### src/hw/rtl/cpam_pkg.sv
// Shared types, constants and helpers for the CIDR and port ACL matcher.
package cpam_pkg;

    localparam int RULE_SLOTS = 256;
    localparam int SLOT_W     = (RULE_SLOTS > 1) ? $clog2(RULE_SLOTS) : 1;
    localparam int CNT_W      = $clog2(RULE_SLOTS + 1);

    localparam logic [31:0] LOOPBACK_ADDR = 32'h7f00_0001;
    localparam logic [31:0] FULL_MASK     = 32'hFFFF_FFFF;
    localparam logic [5:0]  MAX_PREFIX    = 6'd32;

    typedef enum logic {
        REQ_WRITE = 1'b0,
        REQ_CHECK = 1'b1
    } req_type_t;

    typedef enum logic {
        TBL_DENY  = 1'b0,
        TBL_ALLOW = 1'b1
    } table_sel_t;

    typedef enum logic [1:0] {
        CAUSE_LOOPBACK     = 2'd0,
        CAUSE_DENY_HIT     = 2'd1,
        CAUSE_ALLOW_HIT    = 2'd2,
        CAUSE_DEFAULT_DENY = 2'd3
    } cause_t;

    typedef enum logic [2:0] {
        ST_CLEAR,
        ST_IDLE,
        ST_DENY,
        ST_ALLOW,
        ST_DONE
    } state_t;

    typedef struct packed {
        logic [31:0] address;
        logic [15:0] port;
        logic [5:0]  prefix;
    } rule_t;

    typedef struct packed {
        logic term;
        logic hit;
    } match_t;

    // Map the 8-bit slot field onto a table address.
    function automatic logic [SLOT_W-1:0] slot_to_addr(input logic [7:0] slot);
        logic [SLOT_W+7:0] wide;
        wide = {{SLOT_W{1'b0}}, slot};
        return wide[SLOT_W-1:0];
    endfunction

    // True when the slot field names an existing table entry.
    function automatic logic slot_in_range(input logic [7:0] slot);
        logic [SLOT_W+7:0] wide;
        wide = {{SLOT_W{1'b0}}, slot};
        return wide < (SLOT_W + 8)'(RULE_SLOTS);
    endfunction

    // Low 8 bits of a table address, as reported in hit_slot.
    function automatic logic [7:0] addr_to_slot(input logic [SLOT_W-1:0] addr);
        logic [SLOT_W+7:0] wide;
        wide = {8'd0, addr};
        return wide[7:0];
    endfunction

endpackage

### src/hw/rtl/cpam_rule_match.sv
// Compare one stored rule against a destination address and port.
module cpam_rule_match
    import cpam_pkg::*;
(
    input  rule_t       rule,
    input  logic [31:0] dest_address,
    input  logic [15:0] dest_port,
    output match_t      result
);

    logic [31:0] mask;
    logic        exact;
    logic        addr_ok;
    logic        port_ok;

    always_comb begin
        exact   = (rule.prefix == 6'd0) || (rule.prefix >= MAX_PREFIX);
        // top prefix bits set, valid for prefixes 1 through 31
        mask    = ~(FULL_MASK >> rule.prefix);
        if (rule.address == 32'd0) begin
            addr_ok = 1'b1;
        end else if (exact) begin
            addr_ok = (dest_address == rule.address);
        end else begin
            addr_ok = ((dest_address & mask) == (rule.address & mask));
        end
        port_ok     = (rule.port == 16'd0) || (rule.port == dest_port);
        result.term = (rule.address == 32'd0) && (rule.port == 16'd0);
        result.hit  = addr_ok && port_ok;
    end

endmodule

### config.mk
export PLATFORM = sky130hd
export DESIGN_NAME = cpam_rule_match
export DESIGN_NICKNAME = d
export VERILOG_FILES = /design/src/hw/rtl/cpam_pkg.sv /design/src/hw/rtl/cpam_rule_match.sv
export SDC_FILE = /design/constraint.sdc
export NUM_CORES = 1
export LEC_CHECK = 0
export BUFFER_PORTS_ARGS = -buffer_cell sky130_fd_sc_hd__clkbuf_2
export CAP_MARGIN = 25
export CORE_MARGIN = 4
export CORE_UTILIZATION = 39
export DETAILED_ROUTE_END_ITERATION = 6
export PLACE_DENSITY = 0.86
export SLEW_MARGIN = 20
export SYNTH_ARGS = -nofsm -noshare
export SYNTH_HDL_FRONTEND = slang
export SYNTH_SLANG_ARGS = --single-unit
### constraint.sdc
create_clock -name vclk -period 1.65
set_input_delay 0.0825 -clock vclk [all_inputs]
set_output_delay 0.0825 -clock vclk [all_outputs]
set_load 0.01 [all_outputs]
==> reports/metrics.cfg, run 1 <==
[synthesis]
ys_seq_area_share_pct=0
synth.largest_area_cell=xor2_1
ys_warn_count=0
syn_nets=250
synthCells=148
synth_largest_type_area_fraction_pct=27.80
synth_area_um2=1071
avgSynthCellArea_um2=7.237
yosysUniqueCellTypes=39
synth.area.top_cells=xor2_1, nor4_1, xnor2_1

[cells_and_area]
instances_no_fill=287
clock_buffers=0
fin_area_um2=1713
layout_commonest_cell=clkbuf_2
seq_area_um2=0
fin_util_pct=67.31
antenna_cells=0
fill_cells=236
area_growth_pct=59.93
nets=361
final_cell_mix=clkbuf_2, xor2_1, nor4_1, xnor2_1, nand2_1
seq_cell_count=0
layout-drive-gt1-share_pct=48.25

[power_and_ir_drop]
p_leak_uw=0.0008009
irDropWorstVdd_mv=0.1646
p_per_area_nw_per_um2=258.9

[floorplan]
initial_utilization_pct=42.08
core_um2=2545
dieWidth_um=60.41
die_y_um=60.41
die-area_um2=3649
rows=18
io_pins=104

[global_route]
grt_pass1_vias=1450
gr-usage-all-layers_pct=20.23
grt_overflow=0
grt_antenna_before_repair=0
grt_start_max_net_pins=13
grt_pass1_wl_mm=5.844

[placement]
portBuffers=104
place_hpwl_mm=3.660
place_ws_ns=0.01078
placed_cells=285
place_congestion=0.9390
place_area_um2=1637

[sta]
finalHoldViolCount=0
period_needed_ns=1.659
setup_viol=1
drv_slew=0
worst_slack_ns=-0.009385
tightest_slew_ns=0.3564
finalCritPeriodShare_pct=100.6
relSlewSlack_pct=76.02
clock.fmax_ghz=0.6026
holdWs_ns=0.5667
grt_setup_unrepaired=yes

[worst_setup_path]
crit_arrival_ns=1.58
start_kind=input pin
critPathKind=in -> out
cp-end-kind=output port
required_ns=1.57
crit_fanout=3

[detailed_routing]
avgRoutedWirePerCell_um=14.25
drcViolationCount=0
antenna_left=0
routed_wl_mm=4.089
drt_first_pass_iters=6
drtIter0Drc=58
vias_per_cell=5.512
dr_total_vias=1582

[worst_hold_path]
worstHoldPathType=in -> out

[run_status]
violations=negative setup slack
status=complete, but fails checks

[job]
maxCapViolCount=0

final cells by class:
type | count | area (µm²) | share of cell area, %
inverter | 2 | 7.507 | 0.4383
tap | 30 | 37.54 | 2.191
multi-input combinational | 142 | 1059 | 61.80
timing repair buffer | 113 | 609.3 | 35.57
Yosys cell counts (2+ instances only):
library cell,n
xor2_1,34
nor4_1,21
xnor2_1,14
nand2_1,11
nand4_1,9
nor2_1,8
a21oi_1,5
buf_6,4
nand3_1,3
nor3_1,3
or3_1,3
a21o_1,2
a21o_2,2
a31oi_1,2
o211ai_1,2
o22ai_1,2
cells by family after synthesis:
logic type	count (synthesis)	share of synthesized area (%)
AOI/OAI and AO/OA	28	20.56
xor gates and xnor gates	48	39.25
adders and majority gates	1	0.9346
buffers and inverters	6	4.906
and+or+nand+nor	65	34.35
path summary, 6_finish.rpt:
| path | cells past startpoint | slack, ns | to | startpoint |
|---|---|---|---|---|
| worst max-delay path | 8 | -0.009 | result[0] | dest_address[14] |
| worst min-delay path | 5 | 0.57 | result[1] | rule[25] |
per-stage QoR:
stage	total power [µW]	setup TNS, ns
2_1_floorplan	205.5	0
3_3_place_gp	410.2	0
3_5_place_dp	413.5	0
4_1_cts	417.0	0
5_1_grt	482.0	-0.1218
6_report	443.4	-0.009385
where the power goes:
part	total, µW	leakage (µW)	internal, µW	switching (µW)
clock	0	0	0	0
sequential	0	0	0	0
combinational	443	0.000801	224	219
layer usage:
metal	vias to the layer above	GRT usage [%]	wire, µm
met2	93	39.20	2121
met3	6	2.128	476
met1	696	23.67	1423
li1	787	-	-
met4	0	4.114	67
met5	-	0	0
critical path: stages:
cell and delay [ns]:
buf_8 0.11, xor2_4 0.19, a21o_2 0.19, a221o_1 0.33, a221oi_2 0.24, nand4_1 0.15
a22oi_2 0.13, buf_2 0.15
repair_timing:
| item | in CTS | in global routing |
|---|---|---|
| pin swaps | 0 | 8 |
| hold endpoints to repair | 0 | 0 |
| endpoints found under the setup margin | 1 | 1 |
| hold buffers | 0 | 0 |
| resized for setup | 1 | 18 |
| setup buffers | 0 | 2 |
Power figures use the tool's default switching activity.
==> run 2: changes to the inputs <==
--- a/config.mk
+++ b/config.mk
@@ -7,6 +7,7 @@
 export LEC_CHECK = 0
 export BUFFER_PORTS_ARGS = -buffer_cell sky130_fd_sc_hd__clkbuf_2
 export CAP_MARGIN = 25
+export CORE_ASPECT_RATIO = 1.2
 export CORE_MARGIN = 4
 export CORE_UTILIZATION = 39
 export DETAILED_ROUTE_END_ITERATION = 6
==> run 2 against run 1 <==
Net effect:
- flip-flop and latch count did not move
- critical endpoint unchanged
- via count rose by 7.6%
- utilization rose by 2.1 points
- critical path depth did not move
- first-iteration DRC count rose by 22%
- power rose by 6.7%
- final cell count rose by 1.7%
- largest cell class unchanged
- wire length rose by 13%
- hold slack improved by 0.022 ns
- the run now ends clean
- combinational power rose by 6.8%
- final area rose by 4.4%
==> reports/metrics.cfg, run 2 (synthesis results as in run 1) <==
[worst_setup_path]
cp-end-kind=output port
start_kind=input pin
critPathKind=in -> out
crit_arrival_ns=1.55
crit_fanout=4
cp_top_family=compound AO/OA/AOI/OAI gates
slowest_delay_ns=0.33
required_ns=1.57
slowest_stage=a221o_1
cp.buffers_inverters=2
cp_cell_sequence=buf_8 > xor2_4 > a21o_2 > a221o_1 > a221oi_2 > nand4_1 > a22oi_2 > buf_2

[sta]
finalHoldViolCount=0
grt_setup_unrepaired=yes
setup_viol=0
period_needed_ns=1.629
drv_slew=0
setup_tns_ns=0
relSlewSlack_pct=77.57
clock.fmax_ghz=0.6140
finalCritPeriodShare_pct=98.70
tightest_slew_ns=0.3334

[placement]
placed_cells=287
portBuffers=104
place_area_um2=1633
place_hpwl_mm=3.908
place_congestion=0.9463

[cells_and_area]
clock_buffers=0
fin_area_um2=1788
layout-drive-gt1-share_pct=50.97
area_growth_pct=66.94
instances_no_fill=292
seq_area_um2=0
fin_util_pct=69.37
layout_commonest_cell=clkbuf_2
antenna_cells=0
seq_cell_count=0
nets=363
final_cell_mix=clkbuf_2, xor2_1, nor4_1, xnor2_1, buf_4

[detailed_routing]
dr_total_vias=1703
drcViolationCount=0
drt_first_pass_iters=5
avgRoutedWirePerCell_um=15.85
drtIter0Drc=71
routed_wl_mm=4.629
antenna_left=0
vias_per_cell=5.832

[floorplan]
initial_utilization_pct=41.55
die-area_um2=3652
rows=20
dieWidth_um=55.84
io_pins=104
die_y_um=65.41
core_um2=2577

[worst_hold_path]
worstHoldEndpoint=result[1]
worstHoldPathType=in -> out
hold_path_depth=5
min_from=rule[38]

[power_and_ir_drop]
intPower_uw=237.6
p_clk_share_pct=0
p_comb_share_pct=100.0
p_sw_share_pct=49.77
p_sw_uw=235.4
p_per_area_nw_per_um2=264.6
irDropWorstVdd_mv=0.1850
p_leak_uw=0.0008271
seq_power_share_pct=0

[run_status]
status=complete, no violations

[global_route]
gr-usage-all-layers_pct=21.95
grt_antenna_before_repair=0
grt_pass1_wl_mm=6.672
grt_start_max_net_pins=13
grt_overflow=0
grt_pass1_vias=1652

[job]
maxCapViolCount=0

## run 2: changes by cell type in the layout (fill, tap and decap cells not counted), sizes merged
cell	change
buf	+6
clkbuf	-4
## run 2: worst min-delay path, stage by stage
cell	delay, ns
clkbuf_2	0.09
nor4_1	0.05
nand4_1	0.10
nor3_1	0.05
clkbuf_2	0.12
## run 2: power groups by stage
stage	registers (µW)	logic, µW	clock network, µW
4_1_cts	0	415	0
6_report	0	473	0
5_1_grt	0	510	0
2_1_floorplan	0	206	0
3_3_place_gp	0	406	0
3_5_place_dp	0	413	0
## run 2: how the worst max path moves through the flow
| stage | from | to | slack, ns | cells past startpoint |
|---|---|---|---|---|
| 2_1_floorplan | rule[0] | result[0] | 0.28 | 7 |
| 3_3_place_gp | rule[1] | result[0] | 0.02 | 7 |
| 3_5_place_dp | rule[1] | result[0] | -0.0009 | 7 |
| 4_1_cts | rule[0] | result[0] | 0.0003 | 7 |
| 5_1_grt | rule[37] | result[0] | -0.05 | 8 |
| 6_report | dest_address[14] | result[0] | 0.02 | 8 |
## run 2: metal layers
metal	GRT usage, %	part of all wire, %
met5	0	0
met4	8.902	4.0
met3	4.519	13
met2	42.90	50
met1	22.54	34
## run 2: layout make-up
| class | instances | area, µm² |
|---|---|---|
| well taps | 33 | 41.29 |
| repair buffers | 115 | 636.9 |
| multi-input cells | 142 | 1102 |
| inverters | 2 | 7.507 |
| fillers | 219 | 789.5 |
## run 2: timing repair
action	in CTS	in global routing
hold buffers	0	0
setup endpoints to repair	1	1
resized for setup	1	32
buffers inserted	0	5
pin swaps	0	12
gates cloned	0	0
## run 2: stage by stage
step	power [µW]	setup slack, ns	hold slack [ns]
3_3_place_gp	405.6	0.01911	0.5773
2_1_floorplan	205.5	0.2771	0.3289
4_1_cts	415.0	0.0002868	0.5944
6_report	473.0	0.02139	0.5892
5_1_grt	510.0	-0.04624	0.6144
3_5_place_dp	413.1	-0.0008692	0.5926
==> run 3: changes to the inputs <==
--- a/config.mk
+++ b/config.mk
@@ -8,7 +8,6 @@
 export BUFFER_PORTS_ARGS = -buffer_cell sky130_fd_sc_hd__clkbuf_2
 export CAP_MARGIN = 25
 export CORE_ASPECT_RATIO = 1.2
-export CORE_MARGIN = 4
 export CORE_UTILIZATION = 39
 export DETAILED_ROUTE_END_ITERATION = 6
 export PLACE_DENSITY = 0.86
==> run 3 against run 2 <==
Net effect:
- power decreased by 0.62%
- critical path depth fell by 1
- sequential share of layout area unchanged
- final area shrank 0.42%
- wire length decreased by 9.0%
- non-clock buffer count shrank 3
- setup slack improved by 0.021 ns
- via count is 0.76% lower
- critical endpoint unchanged
==> reports/metrics.cfg, run 3 (synthesis results as in run 1) <==
[run_status]
status=complete, no violations

[sta]
setup_viol=0
grt_setup_unrepaired=yes
relSlewSlack_pct=73.06
finalCritPeriodShare_pct=97.45
clock.fmax_ghz=0.6219
drv_slew=0
finalHoldViolCount=0
tightest_slew_ns=0.4005
period_needed_ns=1.608
holdWs_ns=0.5754

[detailed_routing]
routed_wl_mm=4.211
drtIter0Drc=50
avgRoutedWirePerCell_um=14.57
drcViolationCount=0
drt_first_pass_iters=4
dr_total_vias=1690
vias_per_cell=5.848
antenna_left=0

[floorplan]
dieWidth_um=49.84
die-area_um2=2961
initial_utilization_pct=41.55
rows=20
core_um2=2577
die_y_um=59.41
io_pins=104

[worst_setup_path]
start_kind=input pin
slowest_stage=or3_4
crit_arrival_ns=1.53
cp_cell_sequence=buf_4 > or3_4 > a22o_2 > o22ai_1 > nand4_1 > a22oi_2 > buf_2
cp.buffers_inverters=2
critPathKind=in -> out
path_depth=7
slowest_delay_ns=0.40
cp_top_family=compound AO/OA/AOI/OAI gates
cp-end-kind=output port
crit_fanout=10
required_ns=1.57

[global_route]
grt_start_max_net_pins=12
grt_pass1_vias=1553
grt_pass1_wl_mm=6.023
gr-usage-all-layers_pct=25.74
grt_overflow=0
grt_antenna_before_repair=0

[cells_and_area]
final_cell_mix=clkbuf_2, xor2_1, nor4_1, xnor2_1
layout_commonest_cell=clkbuf_2
nets=360
antenna_cells=0
clock_buffers=0
seq_area_um2=0
area_growth_pct=66.24
seq_cell_count=0
layout-drive-gt1-share_pct=51.56

[job]
maxCapViolCount=0

[placement]
place_hpwl_mm=3.547
portBuffers=104
place_congestion=0.9505

[power_and_ir_drop]
p_sw_uw=236.8
p_clk_share_pct=0
design_power_total_uw=470.1
p_per_area_nw_per_um2=264.0
p_comb_share_pct=100.0
p_sw_share_pct=50.38
irDropWorstVdd_mv=0.1774
intPower_uw=233.3
seq_power_share_pct=0
p_leak_uw=0.0008166

[worst_hold_path]
hold_path_depth=5
worstHoldPathType=in -> out

[run 3: repair_timing]
action                                 in CTS  in global routing
setup buffers                               0                  3
hold buffers                                0                  0
pin swaps                                   3                 11
resized for setup                           2                 35
setup endpoints to repair                   1                  1
endpoints found under the hold margin       0                  0
[run 3: routing by layer]
layer,global-route usage [%],part of all wire [%]
met3,1.795,10
met4,8.980,3.9
met1,23.56,33
met5,0,0
met2,57.14,52
[run 3: cell type report]
class / count / area, µm²
multi-input cells: 142 / 1115
fillers: 223 / 797.0
repair buffers: 112 / 616.8
well taps: 33 / 41.29
inverters: 2 / 7.507
[run 3: path summary, 6_finish.rpt]
path / endpoint / from / slack [ns]
worst max-delay path: result[0] / rule[0] / 0.04
worst min-delay path: result[1] / rule[35] / 0.58
[run 3: tightest hold or removal path: cells and delay by family]
family                 cells  cell delay (ns)
buffers and inverters      2             0.21
and+or+nand+nor            3             0.20
[run 3: metrics by stage]
step	std cells	cell area (µm²)	util (%)	worst slack (ns)	setup TNS (ns)
finish	289	1780	69.08	0.04202	0
global route	289	1780	69.08	-0.03656	-0.03656
CTS	286	1634	63.40	0.003979	0
detailed placement	286	1625	63.06	-0.01638	-0.01638
global placement	286	1625	63.06	0.001373	0
floorplan	148	1071	-	0.2771	0
[run 3: power by group through the flow]
| stage | clock (µW) | sequential, µW | combinational, µW |
|---|---|---|---|
| 2_1_floorplan | 0 | 0 | 206 |
| 3_3_place_gp | 0 | 0 | 403 |
| 3_5_place_dp | 0 | 0 | 410 |
| 4_1_cts | 0 | 0 | 414 |
| 5_1_grt | 0 | 0 | 506 |
| 6_report | 0 | 0 | 470 |
